File: config.mk
export PLATFORM = sky130hd
export DESIGN_NAME = substring_find_and_count_top
export DESIGN_NICKNAME = d
export VERILOG_FILES = /design/src/rtl/sfc_pkg.sv /design/src/rtl/substring_find_and_count_top.sv /design/src/rtl/sfc_match.sv /design/src/rtl/sfc_track.sv
export SDC_FILE = /design/constraint.sdc
export NUM_CORES = 1
export LEC_CHECK = 0
export BUFFER_PORTS_ARGS = -buffer_cell sky130_fd_sc_hd__clkbuf_2
export CELL_PAD_IN_SITES_DETAIL_PLACEMENT = 0
export CELL_PAD_IN_SITES_GLOBAL_PLACEMENT = 1
export CORE_UTILIZATION = 45
export CTS_CLUSTER_SIZE = 16
export DETAILED_ROUTE_END_ITERATION = 6
export HOLD_SLACK_MARGIN = 0.1
export PLACE_DENSITY = 0.85
export SLEW_MARGIN = 15
export SYNTH_ARGS = -nofsm -noshare
export SYNTH_HDL_FRONTEND = slang
export SYNTH_SLANG_ARGS = --single-unit
File: constraint.sdc
create_clock -name clk -period 7 [get_ports clk]
set_input_delay 0.7 -clock clk [delete_from_list [all_inputs] [get_ports clk]]
set_output_delay 0.7 -clock clk [all_outputs]
set_load 0.02 [all_outputs]
File: src/rtl/sfc_pkg.sv
// shared types, constants and helper functions of the substring find and count block
package sfc_pkg;

    // sizes
    localparam int unsigned MAX_PATTERN = 8;
    localparam int unsigned MAX_TEXT    = 65536;
    localparam int unsigned PAT_IW      = (MAX_PATTERN > 1) ? $clog2(MAX_PATTERN) : 1;
    localparam int unsigned POS_W       = $clog2(MAX_TEXT + 1);
    localparam int unsigned LEN_W       = 4;
    localparam int unsigned IDX_W       = 16;
    localparam int unsigned CNT_W       = 17;
    localparam int unsigned COUNT_SAT   = 65536;
    localparam int unsigned CFG_IW      = 3;

    // ascii case folding
    localparam logic [7:0] FOLD_STEP = 8'd32;
    localparam logic [7:0] UPPER_LO  = 8'h41;
    localparam logic [7:0] UPPER_HI  = 8'h5A;

    // configuration register indexes
    localparam logic [CFG_IW-1:0] REG_PATTERN_BYTES  = 3'd0;
    localparam logic [CFG_IW-1:0] REG_PATTERN_LENGTH = 3'd1;
    localparam logic [CFG_IW-1:0] REG_CASE_SENSITIVE = 3'd2;
    localparam logic [CFG_IW-1:0] REG_FIRST_FROM     = 3'd3;
    localparam logic [CFG_IW-1:0] REG_LAST_LIMIT     = 3'd4;

    typedef struct packed {
        logic [7:0] text_byte;
        logic       last_byte;
    } in_word_t;

    typedef struct packed {
        logic             found_first;
        logic [IDX_W-1:0] first_index;
        logic             found_last;
        logic [IDX_W-1:0] last_index;
        logic [CNT_W-1:0] match_count;
        logic             too_long;
    } out_word_t;

    typedef struct packed {
        logic [8*MAX_PATTERN-1:0] pattern_bytes;
        logic [LEN_W-1:0]         pattern_length;
        logic                     case_sensitive;
        logic [IDX_W-1:0]         first_from;
        logic [IDX_W-1:0]         last_limit;
    } cfg_t;

    // fold A-Z to lower case
    function automatic logic [7:0] fold(input logic [7:0] c);
        if (c >= UPPER_LO && c <= UPPER_HI)
            return c + FOLD_STEP;
        return c;
    endfunction

    // pattern length clamped to the window depth
    function automatic logic [LEN_W-1:0] used_len(input logic [LEN_W-1:0] len);
        if (len > LEN_W'(MAX_PATTERN))
            return LEN_W'(MAX_PATTERN);
        return len;
    endfunction

endpackage

File: src/rtl/substring_find_and_count_top.sv
// top level of the streaming substring find and count block
//
//  channel  direction  handshake          payload
//  in       input      in_valid/in_stall  in_data   (text_byte, last_byte)
//  out      output     out_valid/out_stall out_data (first, last, count, too_long)
//  cfg      input      cfg_valid/cfg_ready cfg_index, cfg_data
//
// one text byte is taken per cycle; a word passes an input register, then the
// window compare and tracking logic, and the final byte's result is then
// written into the output register.
// the only hold-up is a final byte that finds the output register still full.
// reset clears the window, the per-text state and the handshake flags.
// configuration writes are always ready and apply from the next byte on.
module substring_find_and_count_top (
    input  logic                       clk,
    input  logic                       rst_n,
    input  logic                       in_valid,
    output logic                       in_stall,
    input  sfc_pkg::in_word_t          in_data,
    output logic                       out_valid,
    input  logic                       out_stall,
    output sfc_pkg::out_word_t         out_data,
    input  logic                       cfg_valid,
    output logic                       cfg_ready,
    input  logic [sfc_pkg::CFG_IW-1:0] cfg_index,
    input  logic [63:0]                cfg_data
);

    sfc_pkg::cfg_t      cfg_reg, cfg_next;
    logic               s1_valid_reg, s1_valid_next;
    sfc_pkg::in_word_t  s1_word_reg;
    logic               out_valid_reg, out_valid_next;
    sfc_pkg::out_word_t out_word_reg;
    sfc_pkg::out_word_t result;

    logic in_take;
    logic out_take;
    logic out_free;
    logic go;
    logic live;
    logic hit;

    // handshake control
    assign in_take   = in_valid && !in_stall;
    assign out_take  = out_valid_reg && !out_stall;
    assign out_free  = !out_valid_reg || out_take;
    assign go        = s1_valid_reg && (!s1_word_reg.last_byte || out_free);
    assign in_stall  = s1_valid_reg && !go;
    assign out_valid = out_valid_reg;
    assign out_data  = out_word_reg;
    assign cfg_ready = 1'b1;

    // configuration registers
    always_comb
    begin
        cfg_next = cfg_reg;
        if (cfg_valid)
        begin
            case (cfg_index)
                sfc_pkg::REG_PATTERN_BYTES:  cfg_next.pattern_bytes  = cfg_data;
                sfc_pkg::REG_PATTERN_LENGTH:
                    cfg_next.pattern_length = cfg_data[sfc_pkg::LEN_W-1:0];
                sfc_pkg::REG_CASE_SENSITIVE: cfg_next.case_sensitive = cfg_data[0];
                sfc_pkg::REG_FIRST_FROM:
                    cfg_next.first_from = cfg_data[sfc_pkg::IDX_W-1:0];
                sfc_pkg::REG_LAST_LIMIT:
                    cfg_next.last_limit = cfg_data[sfc_pkg::IDX_W-1:0];
                default: cfg_next = cfg_reg;
            endcase
        end
    end

    always_ff @(posedge clk or negedge rst_n)
    begin
        if (!rst_n)
        begin
            cfg_reg.pattern_bytes  <= '0;
            cfg_reg.pattern_length <= sfc_pkg::LEN_W'(1);
            cfg_reg.case_sensitive <= 1'b1;
            cfg_reg.first_from     <= '0;
            cfg_reg.last_limit     <= '1;
        end
        else
        begin
            cfg_reg <= cfg_next;
        end
    end

    // input register
    always_comb
    begin
        s1_valid_next = s1_valid_reg;
        if (in_take)
            s1_valid_next = 1'b1;
        else if (go)
            s1_valid_next = 1'b0;
    end

    always_ff @(posedge clk or negedge rst_n)
    begin
        if (!rst_n)
            s1_valid_reg <= 1'b0;
        else
            s1_valid_reg <= s1_valid_next;
    end

    always_ff @(posedge clk)
    begin
        if (in_take)
            s1_word_reg <= in_data;
    end

    // window compare and tracking
    sfc_match u_match (
        .clk       (clk),
        .rst_n     (rst_n),
        .shift     (live),
        .clear     (go && s1_word_reg.last_byte),
        .text_byte (s1_word_reg.text_byte),
        .cfg       (cfg_reg),
        .hit       (hit)
    );

    sfc_track u_track (
        .clk       (clk),
        .rst_n     (rst_n),
        .go        (go),
        .last_byte (s1_word_reg.last_byte),
        .hit       (hit),
        .cfg       (cfg_reg),
        .live      (live),
        .result    (result)
    );

    // output register
    always_comb
    begin
        out_valid_next = out_valid_reg;
        if (go && s1_word_reg.last_byte)
            out_valid_next = 1'b1;
        else if (out_take)
            out_valid_next = 1'b0;
    end

    always_ff @(posedge clk or negedge rst_n)
    begin
        if (!rst_n)
            out_valid_reg <= 1'b0;
        else
            out_valid_reg <= out_valid_next;
    end

    always_ff @(posedge clk)
    begin
        if (go && s1_word_reg.last_byte)
            out_word_reg <= result;
    end

    // checks
    a_out_from_final: assert property (@(posedge clk) disable iff (!rst_n)
        $rose(out_valid_reg) |-> $past(s1_valid_reg && s1_word_reg.last_byte))
        else $error("result word without a final byte");

    a_stall_needs_word: assert property (@(posedge clk) disable iff (!rst_n)
        in_stall |-> (s1_valid_reg && s1_word_reg.last_byte && out_valid_reg))
        else $error("input stalled with no blocked final byte");

    a_count_sat: assert property (@(posedge clk) disable iff (!rst_n)
        out_valid_reg |-> (out_word_reg.match_count <= sfc_pkg::CNT_W'(sfc_pkg::COUNT_SAT)))
        else $error("match count above saturation");

    a_first_zero: assert property (@(posedge clk) disable iff (!rst_n)
        (out_valid_reg && !out_word_reg.found_first) |-> (out_word_reg.first_index == '0))
        else $error("first index set without a match");

endmodule

File: src/rtl/sfc_match.sv
// byte window shift register and parallel pattern compare
module sfc_match (
    input  logic                clk,
    input  logic                rst_n,
    input  logic                shift,
    input  logic                clear,
    input  logic [7:0]          text_byte,
    input  sfc_pkg::cfg_t       cfg,
    output logic                hit
);

    logic [sfc_pkg::MAX_PATTERN-1:0][7:0] window_reg;
    logic [sfc_pkg::MAX_PATTERN-1:0][7:0] window_next;
    logic [sfc_pkg::MAX_PATTERN-1:0][7:0] win_new;
    logic [sfc_pkg::LEN_W-1:0]            n;

    // window as it stands with the current byte shifted in
    always_comb
    begin
        win_new[0] = text_byte;
        for (int i = 1; i < int'(sfc_pkg::MAX_PATTERN); i++)
        begin
            win_new[i] = window_reg[i-1];
        end
    end

    // pattern byte j pairs with window entry n-1-j
    always_comb
    begin
        logic [sfc_pkg::LEN_W-1:0] d;
        logic [7:0]                p;
        logic [7:0]                w;
        n   = sfc_pkg::used_len(cfg.pattern_length);
        hit = (n != '0);
        for (int j = 0; j < int'(sfc_pkg::MAX_PATTERN); j++)
        begin
            d = n - sfc_pkg::LEN_W'(j) - sfc_pkg::LEN_W'(1);
            p = cfg.pattern_bytes[8*j +: 8];
            w = win_new[d[sfc_pkg::PAT_IW-1:0]];
            if (sfc_pkg::LEN_W'(j) < n)
            begin
                if (cfg.case_sensitive)
                begin
                    if (p != w)
                        hit = 1'b0;
                end
                else if (sfc_pkg::fold(p) != sfc_pkg::fold(w))
                begin
                    hit = 1'b0;
                end
            end
        end
    end

    // window update, cleared after the final byte
    always_comb
    begin
        window_next = window_reg;
        if (shift)
            window_next = win_new;
        if (clear)
            window_next = '0;
    end

    always_ff @(posedge clk or negedge rst_n)
    begin
        if (!rst_n)
            window_reg <= '0;
        else
            window_reg <= window_next;
    end

endmodule

File: src/rtl/sfc_track.sv
// per-text position, first and last match, greedy count and overflow tracking
module sfc_track (
    input  logic                clk,
    input  logic                rst_n,
    input  logic                go,
    input  logic                last_byte,
    input  logic                hit,
    input  sfc_pkg::cfg_t       cfg,
    output logic                live,
    output sfc_pkg::out_word_t  result
);

    logic [sfc_pkg::POS_W-1:0] pos_reg, pos_next;
    logic [sfc_pkg::IDX_W-1:0] first_start_reg, first_start_next;
    logic                      first_seen_reg, first_seen_next;
    logic [sfc_pkg::IDX_W-1:0] last_start_reg, last_start_next;
    logic                      last_seen_reg, last_seen_next;
    logic [sfc_pkg::CNT_W-1:0] count_reg, count_next;
    logic [sfc_pkg::POS_W-1:0] free_reg, free_next;
    logic                      ovf_reg, ovf_next;

    logic [sfc_pkg::POS_W-1:0] n_ext;
    logic [sfc_pkg::POS_W-1:0] pos_inc;
    logic [sfc_pkg::POS_W-1:0] start;
    logic                      past_max;
    logic                      hit_ok;

    // start of the match ending at the current byte
    assign n_ext    = sfc_pkg::POS_W'(sfc_pkg::used_len(cfg.pattern_length));
    assign pos_inc  = pos_reg + sfc_pkg::POS_W'(1);
    assign start    = pos_inc - n_ext;
    assign past_max = (pos_reg >= sfc_pkg::POS_W'(sfc_pkg::MAX_TEXT));
    assign live     = go && !past_max;
    assign hit_ok   = live && hit && (pos_inc >= n_ext);

    // state update for one word
    always_comb
    begin
        pos_next         = pos_reg;
        first_start_next = first_start_reg;
        first_seen_next  = first_seen_reg;
        last_start_next  = last_start_reg;
        last_seen_next   = last_seen_reg;
        count_next       = count_reg;
        free_next        = free_reg;
        ovf_next         = ovf_reg;
        if (go && past_max)
            ovf_next = 1'b1;
        if (live)
            pos_next = pos_inc;
        if (hit_ok)
        begin
            if (!first_seen_reg && start >= sfc_pkg::POS_W'(cfg.first_from))
            begin
                first_seen_next  = 1'b1;
                first_start_next = start[sfc_pkg::IDX_W-1:0];
            end
            if (start <= sfc_pkg::POS_W'(cfg.last_limit))
            begin
                last_seen_next  = 1'b1;
                last_start_next = start[sfc_pkg::IDX_W-1:0];
            end
            if (start >= free_reg)
            begin
                if (count_reg < sfc_pkg::CNT_W'(sfc_pkg::COUNT_SAT))
                    count_next = count_reg + sfc_pkg::CNT_W'(1);
                free_next = start + n_ext;
            end
        end
    end

    // result as seen after this word
    always_comb
    begin
        result.found_first = first_seen_next;
        result.first_index = first_seen_next ? first_start_next : '0;
        result.found_last  = last_seen_next;
        result.last_index  = last_seen_next ? last_start_next : '0;
        result.match_count = count_next;
        result.too_long    = ovf_next;
    end

    // per-text registers, cleared after the final byte
    always_ff @(posedge clk or negedge rst_n)
    begin
        if (!rst_n)
        begin
            pos_reg         <= '0;
            first_start_reg <= '0;
            first_seen_reg  <= 1'b0;
            last_start_reg  <= '0;
            last_seen_reg   <= 1'b0;
            count_reg       <= '0;
            free_reg        <= '0;
            ovf_reg         <= 1'b0;
        end
        else if (go && last_byte)
        begin
            pos_reg         <= '0;
            first_start_reg <= '0;
            first_seen_reg  <= 1'b0;
            last_start_reg  <= '0;
            last_seen_reg   <= 1'b0;
            count_reg       <= '0;
            free_reg        <= '0;
            ovf_reg         <= 1'b0;
        end
        else
        begin
            pos_reg         <= pos_next;
            first_start_reg <= first_start_next;
            first_seen_reg  <= first_seen_next;
            last_start_reg  <= last_start_next;
            last_seen_reg   <= last_seen_next;
            count_reg       <= count_next;
            free_reg        <= free_next;
            ovf_reg         <= ovf_next;
        end
    end

endmodule

==> summary.txt, run 1 <==
Run status
  • Status: finished, final reports clean

Die
  • Number of I/O pins: 136
  • Die Y: between 200 and 250 um
  • Placeable Area: 45400 um2
  • Die area: 46900 um2
  • Starting density of the core: 45.7%
  • Row count: 78
  • Die extent in x: 217 um

Clock tree
  • Clock buffer count from CTS: 36
  • Clock Pin Slew Worst Setup and Hold Paths: around 0.060 ns
  • CTS tree: done
  • Root Driver: clkbuf_16
  • CTS Hold Bufs: 0
  • H-tree levels: 2
  • Worst-skew pair later-pin latency: 0.55 ns
  • Cts repair resizes: 0
  • Post-CTS setup buffer count: 0
  • Clock tree buffer depth: 3
  • Clk sink count: between 300 and 400

Synthesis
  • Largest family of logic cells by synthesized area: compound AO/OA/AOI/OAI gates
  • Distinct cells, synth: 94
  • Syn nets: 2256
  • Register area share after synthesis: 38.5%
  • Top_reg_cell synth: dfrtp_1
  • Syn Area/Cell: between 9 and 10 um2
  • Post-synthesis compound-gate area fraction: about 16%
  • Syn. warnings: 0
  • Mux contribution to synthesized area: 14.6%
  • EDFF count, synth: just over 60
  • Fraction of registers with async set/reset: 80.1%
  • Post-Synthesis Cells: 2096
  • Cell Area, Synth: roughly 21000 um2
  • Post-Synth Simple-Gate Area: 15.6%
  • Post-Synth XOR/XNOR Area: ~5.8%
  • Area share of fa/ha/maj cells after synthesis: 4.81%
  • Seq cells post-synth: 306

Power and ir drop
  • Maximum vdd ir drop: around 0.22 mV
  • Pwr Density: between 300 and 400 nW/um2
  • Static leakage: between 0.009 and 0.01 uW
  • Total power: 7430 uW

Critical path
  • Critical path type: register to register
  • Max incr delay on CP: 0.88 ns
  • Worst Path Required: 7.46 ns
  • Critical path buffers and inverters: 4
  • CP most frequent cell: ha_1
  • Worst setup EP type: register
  • CP Max Fanout: 38
  • Cell Chain, Critical Path: nor2b_4, inv_4, ha_1, ha_1, inv_1, o221ai_1, a32o_1, inv_1, ha_1, xor2_1, xnor2_1, nor3b_1, o32ai_1, mux2_2, nor4_1, o21ai_0, or4b_1, buf_4, nor2_4, mux2i_1
  • Arr. time, crit path: 6.97 ns
  • CP max stage cell: dfstp_4
  • Setup crit start kind: register
  • Largest delay contributor family on the critical path: simple AND/OR/NAND/NOR gates

Detailed routing
  • DR iter-0 viols: 1661
  • DR WL/cell: 21.5 um
  • Drt total wl: ~60 mm
  • Detail Route Antenna Nets: 0
  • DRC: 0
  • Vias per cell: 6.11
  • DRT Pass-1 Iters: 6
  • Vias: 17100

Placement
  • Pre-CTS setup slack: 0.549 ns
  • DP Wirelength: 43.6 mm
  • Placer congestion estimate: approximately 0.9
  • Placed cell areas: 21900 um2
  • PortBufs: 134

Timing
  • Final setup margin: 0.491 ns
  • Fin crit share: 93.0%
  • Fin Setup TNS: 0 ns
  • Pins Over Slew Limit: 0
  • Final hold violation count: 0
  • RSZ-0062 raised after global routing: false
  • Max Clock Skew: 0.0228 ns
  • Setup violations, final: 0
  • Final min period: 6.51 ns
  • Slew @ Worst Pin: 1.26 ns
  • FMAX: 154 MHz
  • Relative slew slack: 16.0%

Finish
  • Share of cells above drive strength 1: 19.5%
  • Commonest non-fill, non-tap cells in the layout: dfrtp_1, nand2_1, clkbuf_2, inv_1, o21ai_0
  • FILL cells: 4124
  • Most common cell after layout, fill and taps aside: dfrtp_1
  • Final Cell Area: roughly 23000 um2
  • Max FFs per register: slightly above 100
  • Footprint of the multi-input gates: roughly 12000 um2
  • Post-layout util: 50.9%
  • Synth-to-layout area growth: 11.5%
  • Register Area: 7990 um2
  • # nets final: 2337

Worst hold path
  • HP Class: input pin to asynchronous set/reset pin

GRT
  • Remaining Overflow, GRT: 0
  • Global-route wire length before repair: roughly 94 mm
  • Initial antenna violation count: 2
  • Gr usage total: roughly 26%
  • Vias in the first global route: 16600
  • Largest net degree at the start of global routing: ~140

Run
  • Max Cap Viol: 0
==> worst register-to-register path, stage by stage, from the launching register on <==
cell	delay, ns
dfstp_4	0.88
nor2b_4	0.33
inv_4	0.04
ha_1	0.20
ha_1	0.31
inv_1	0.42
o221ai_1	0.23
a32o_1	0.41
inv_1	0.14
ha_1	0.17
xor2_1	0.20
xnor2_1	0.20
nor3b_1	0.25
o32ai_1	0.11
mux2_2	0.30
nor4_1	0.16
o21ai_0	0.37
or4b_1	0.70
buf_4	0.24
nor2_4	0.50
mux2i_1	0.27
==> cells in the mapped netlist, types with 19 or more instances <==
master | instances | area (um2)
nor3_1 | 33 | 165
edfxtp_1 | 61 | 1830
a21oi_1 | 75 | 375
clkbuf_1 | 89 | 334
mux2i_1 | 103 | 1030
ha_1 | 78 | 976
nor2_1 | 104 | 390
nand3_1 | 50 | 250
dfrtp_1 | 227 | 5680
a21o_1 | 20 | 150
nor4_1 | 19 | 119
mux4_2 | 40 | 901
mux2_2 | 95 | 1070
xnor2_1 | 89 | 780
nand2_1 | 192 | 721
xor2_1 | 43 | 377
inv_1 | 113 | 424
o22ai_1 | 22 | 138
nand4_1 | 33 | 206
a22o_1 | 61 | 534
o21ai_0 | 111 | 556
nand2b_1 | 35 | 219
o31ai_1 | 24 | 180
==> worst paths after layout <==
| check | from | end | slack, ns | depth (start not counted) |
|---|---|---|---|---|
| max in group asynchronous | rst_n | cfg_reg[71]$_DFFE_PN0P_ | 5.51 | 2 |
| worst max-delay path | cfg_reg[33]$_DFFE_PN1P_ | u_track.first_start_reg[8]$_DFF_PN0_ | 0.49 | 20 |
| worst min register to register | cfg_reg[17]$_DFFE_PN0P_ | cfg_reg[17]$_DFFE_PN0P_ | 0.51 | 1 |
| min in group clk | in_data[5] | s1_word_reg[5]$_DFFE_PP_ | 0.33 | 1 |
| worst min-delay path | rst_n | u_track.pos_reg[13]$_DFFE_PN0P_ | 0.17 | 1 |
| worst max register to register | cfg_reg[33]$_DFFE_PN1P_ | u_track.first_start_reg[8]$_DFF_PN0_ | 0.49 | 20 |
==> layout make-up <==
class                   count  share of cell area, %
multi-input cells        1545                   50.9
flip-flops and latches    306                   34.6
clock buffers              47                   4.44
repair buffers            172                   4.24
well taps                 600                   3.25
inverters                 116                   1.90
clock inverters            16                  0.645
diodes                      1                 0.0108
==> through the flow <==
stage,instances,hold slack (ns)
final,2803,0.168
after global routing,2802,0.266
after CTS,2802,0.224
after detailed placement,2739,0.497
after global placement,2739,0.490
after floorplan,2096,0.404
==> report_power, final <==
| part | internal, uW | total (uW) | switching, uW |
|---|---|---|---|
| clock | 1110 | 1870 | 763 |
| sequential | 2000 | 2230 | 231 |
| combinational | 1380 | 3320 | 1940 |
| total | 4490 | 7430 | 2940 |
==> cells by family (layout without fill, tap and decap cells) <==
group           after synthesis  count (layout)
other cells                   1               2
mux                         239             239
xor+xnor                    134             134
fa+ha+maj                    79              79
simple gates                618             618
compound gates              474             474
flops                       306             306
buf+inv                     245             351
==> metal layers <==
layer  vias to the layer above  GRT usage (%)  part of all wire (%)  routed length [um]
li1                       7883              -                     -                   -
met1                      8403           32.5                    41               25000
met2                       660           43.1                    48               29000
met3                       165           3.85                   5.8                3530
met4                         2           11.7                   4.7                2820
met5                         -              0                 0.022                  13
Power figures use the tool's default switching activity.
==> run 2: changes to the inputs <==
CORE_ASPECT_RATIO = 0.5   (was not set)
CTS_BUF_LIST = sky130_fd_sc_hd__clkbuf_16   (was not set)
==> run 2 against run 1 <==
Against the previous run: total power down 2.1%; critical path depth down 2; routed wire length down 3.1%; clock-buffer cell count down 15; first-iteration DRC count down 7.3%; hold slack better by 0.11 ns; sequential cell count unchanged; critical endpoint is now u_track.first_start_reg[15]$_DFF_PN0_; combinational power about the same; via count down 0.62%; maximum frequency down 0.85%; cell count down 0.18%; setup slack worse by 0.056 ns.
==> summary.txt, run 2 (same netlist as run 1, synthesis figures left out) <==
Detailed routing
  • DRC: 0
  • Vias per cell: 6.08
  • Vias: 17000
  • DR iter-0 viols: 1539
  • Drt total wl: 58.5 mm
  • DR WL/cell: 20.9 um
  • Detail Route Antenna Nets: 0
  • DRT Pass-1 Iters: 7

Timing
  • FMAX: 152 MHz
  • Setup violations, final: 0
  • Slew @ Worst Pin: 1.06 ns
  • Final hold violation count: 0
  • RSZ-0062 raised after global routing: false
  • Max Clock Skew: approximately 0.029 ns
  • Final setup margin: 0.435 ns
  • Relative slew slack: ~29%
  • Fin crit share: 93.8%
  • Final min period: 6.56 ns
  • Fin Setup TNS: 0 ns
  • Pins Over Slew Limit: 0
  • Final hold slack: 0.280 ns

Worst hold path
  • HP Class: input pin to register
  • Worst Hold Depth: 1
  • Hold Crit Start: in_data[0]
  • Hold EP: s1_word_reg[0]$_DFFE_PP_

Clock tree
  • Worst-skew pair later-pin latency: 0.61 ns
  • Clk sink count: 306
  • Clock Pin Slew Worst Setup and Hold Paths: about 0.070 ns
  • Clock buffer count from CTS: 31
  • H-tree levels: 1
  • CTS tree: done
  • Clock tree buffer depth: 3
  • Root Driver: clkbuf_16
  • Post-CTS setup buffer count: 0

GRT
  • Global-route wire length before repair: 93.2 mm
  • Initial antenna violation count: 2
  • Gr usage total: ~25%
  • Vias in the first global route: 16300
  • Met1 Track Usage GR: 34.0%
  • GR Util met2: 39.1%
  • Largest net degree at the start of global routing: 163
  • Grt peak-use layer: met2
  • Met3 global-route usage: between 5 and 6%
  • Remaining Overflow, GRT: 0

Die
  • Placeable Area: 45300 um2
  • Row count: 55
  • Starting density of the core: 45.8%
  • Die extent in x: 305 um
  • Die Y: approximately 150 um
  • Die area: between 40000 and 50000 um2
  • Number of I/O pins: about 140

Power and ir drop
  • Static leakage: a little under 0.01 uW
  • Reg power frac: between 30% and 40%
  • Maximum vdd ir drop: 0.160 mV
  • Switching Fraction: 40.4%
  • Clock share of power: 23.6%
  • Net load switching power: 2940 uW
  • Total power: 7270 uW
  • Internal power: 4330 uW
  • Comb power frac: 45.8%
  • Pwr Density: roughly 320 nW/um2

Critical path
  • Cell Chain, Critical Path: nand2b_1, ha_1, ha_1, inv_1, o221ai_1, a32o_1, inv_1, ha_1, xor2_1, xnor2_1, nor3b_1, o32ai_1, mux2_2, nor4_1, o21ai_0, or4b_1, nor2_4, mux2i_1
  • Setup crit start kind: register
  • CP max stage cell: or4b_1
  • Critical path buffers and inverters: 2
  • Worst Path Required: 7.53 ns
  • Largest delay contributor family on the critical path: simple AND/OR/NAND/NOR gates
  • FF-to-FF End: u_track.first_start_reg[15]$_DFF_PN0_
  • Critical path type: register to register
  • Worst setup EP type: register
  • CP most frequent cell: ha_1
  • Reg-to-reg critical path startpoint: cfg_reg[36]$_DFFE_PN0P_
  • Worst-case reg-to-reg path depth: 18
  • Max incr delay on CP: ~0.86 ns
  • CP Max Fanout: 16
  • Arr. time, crit path: approximately 7.1 ns
  • R2r setup slk: 0.44 ns

Finish
  • Max FFs per register: 101
  • Share of cells above drive strength 1: between 15 and 20%
  • Non-filler cells in the finished layout: ~2800
  • Commonest non-fill, non-tap cells in the layout: dfrtp_1, nand2_1, clkbuf_2, inv_1, o21ai_0
  • Most common cell after layout, fill and taps aside: dfrtp_1
  • # nets final: about 2300
  • Synth-to-layout area growth: 10.9%

Placement
  • Pre-CTS setup slack: 0.510 ns
  • DP Wirelength: between 40 and 50 mm
  • Placer congestion estimate: about 0.92
  • PortBufs: 134
  • Dpl cells: roughly 2700

Run
  • Max Cap Viol: 0

Run status
  • Status: finished, final reports clean
run 2: metrics by stage:
| step | area [um2] | utilization, % |
|---|---|---|
| floorplan | 20700 | - |
| global placement | 21900 | 48.4 |
| detailed placement | 21900 | 48.4 |
| CTS | 23000 | 50.7 |
| global route | 23000 | 50.7 |
| finish | 23000 | 50.7 |
run 2: area by class of cell:
cell class | count | area, um2
clock buffer | 32 | 801
inverter | 116 | 439
multi-input combinational | 1545 | 11800
fill | 4176 | 22300
sequential | 306 | 7990
tap | 598 | 748
antenna | 1 | 2.50
clock inverter | 26 | 233
timing repair buffer | 174 | 996
run 2: metal layers:
layer	wire length (um)	up-vias
met3	4370	138
li1	-	7882
met1	25400	8362
met4	2210	0
met5	0	-
met2	26500	625
run 2: worst max-delay path by stage:
stage / from / endpoint / cells past startpoint / slack [ns]
global route: cfg_reg[33]$_DFFE_PN1P_ / u_track.first_start_reg[10]$_DFF_PN0_ / 19 / 0.12
finish: cfg_reg[36]$_DFFE_PN0P_ / u_track.first_start_reg[15]$_DFF_PN0_ / 18 / 0.44
CTS: cfg_reg[33]$_DFFE_PN1P_ / u_track.first_start_reg[15]$_DFF_PN0_ / 19 / 0.52
floorplan: cfg_reg[33]$_DFFE_PN1P_ / u_track.first_start_reg[6]$_DFF_PN0_ / 22 / 1.24
global placement: cfg_reg[33]$_DFFE_PN1P_ / u_track.first_start_reg[13]$_DFF_PN0_ / 19 / 0.65
detailed placement: cfg_reg[33]$_DFFE_PN1P_ / u_track.first_start_reg[13]$_DFF_PN0_ / 19 / 0.51
run 2: power by group through the flow:
stage | Combinational [uW] | Sequential [uW] | Clock, uW
4_1_cts | 3290 | 2220 | 1750
3_5_place_dp | 3280 | 2250 | 0
2_1_floorplan | 2420 | 2170 | 0
6_report | 3330 | 2220 | 1720
5_1_grt | 3640 | 2250 | 1830
3_3_place_gp | 3220 | 2240 | 0
run 2: timing repair:
item,in CTS,in global routing
resized for setup,0,0
hold buffers,1,0
endpoints found under the hold margin,13,0
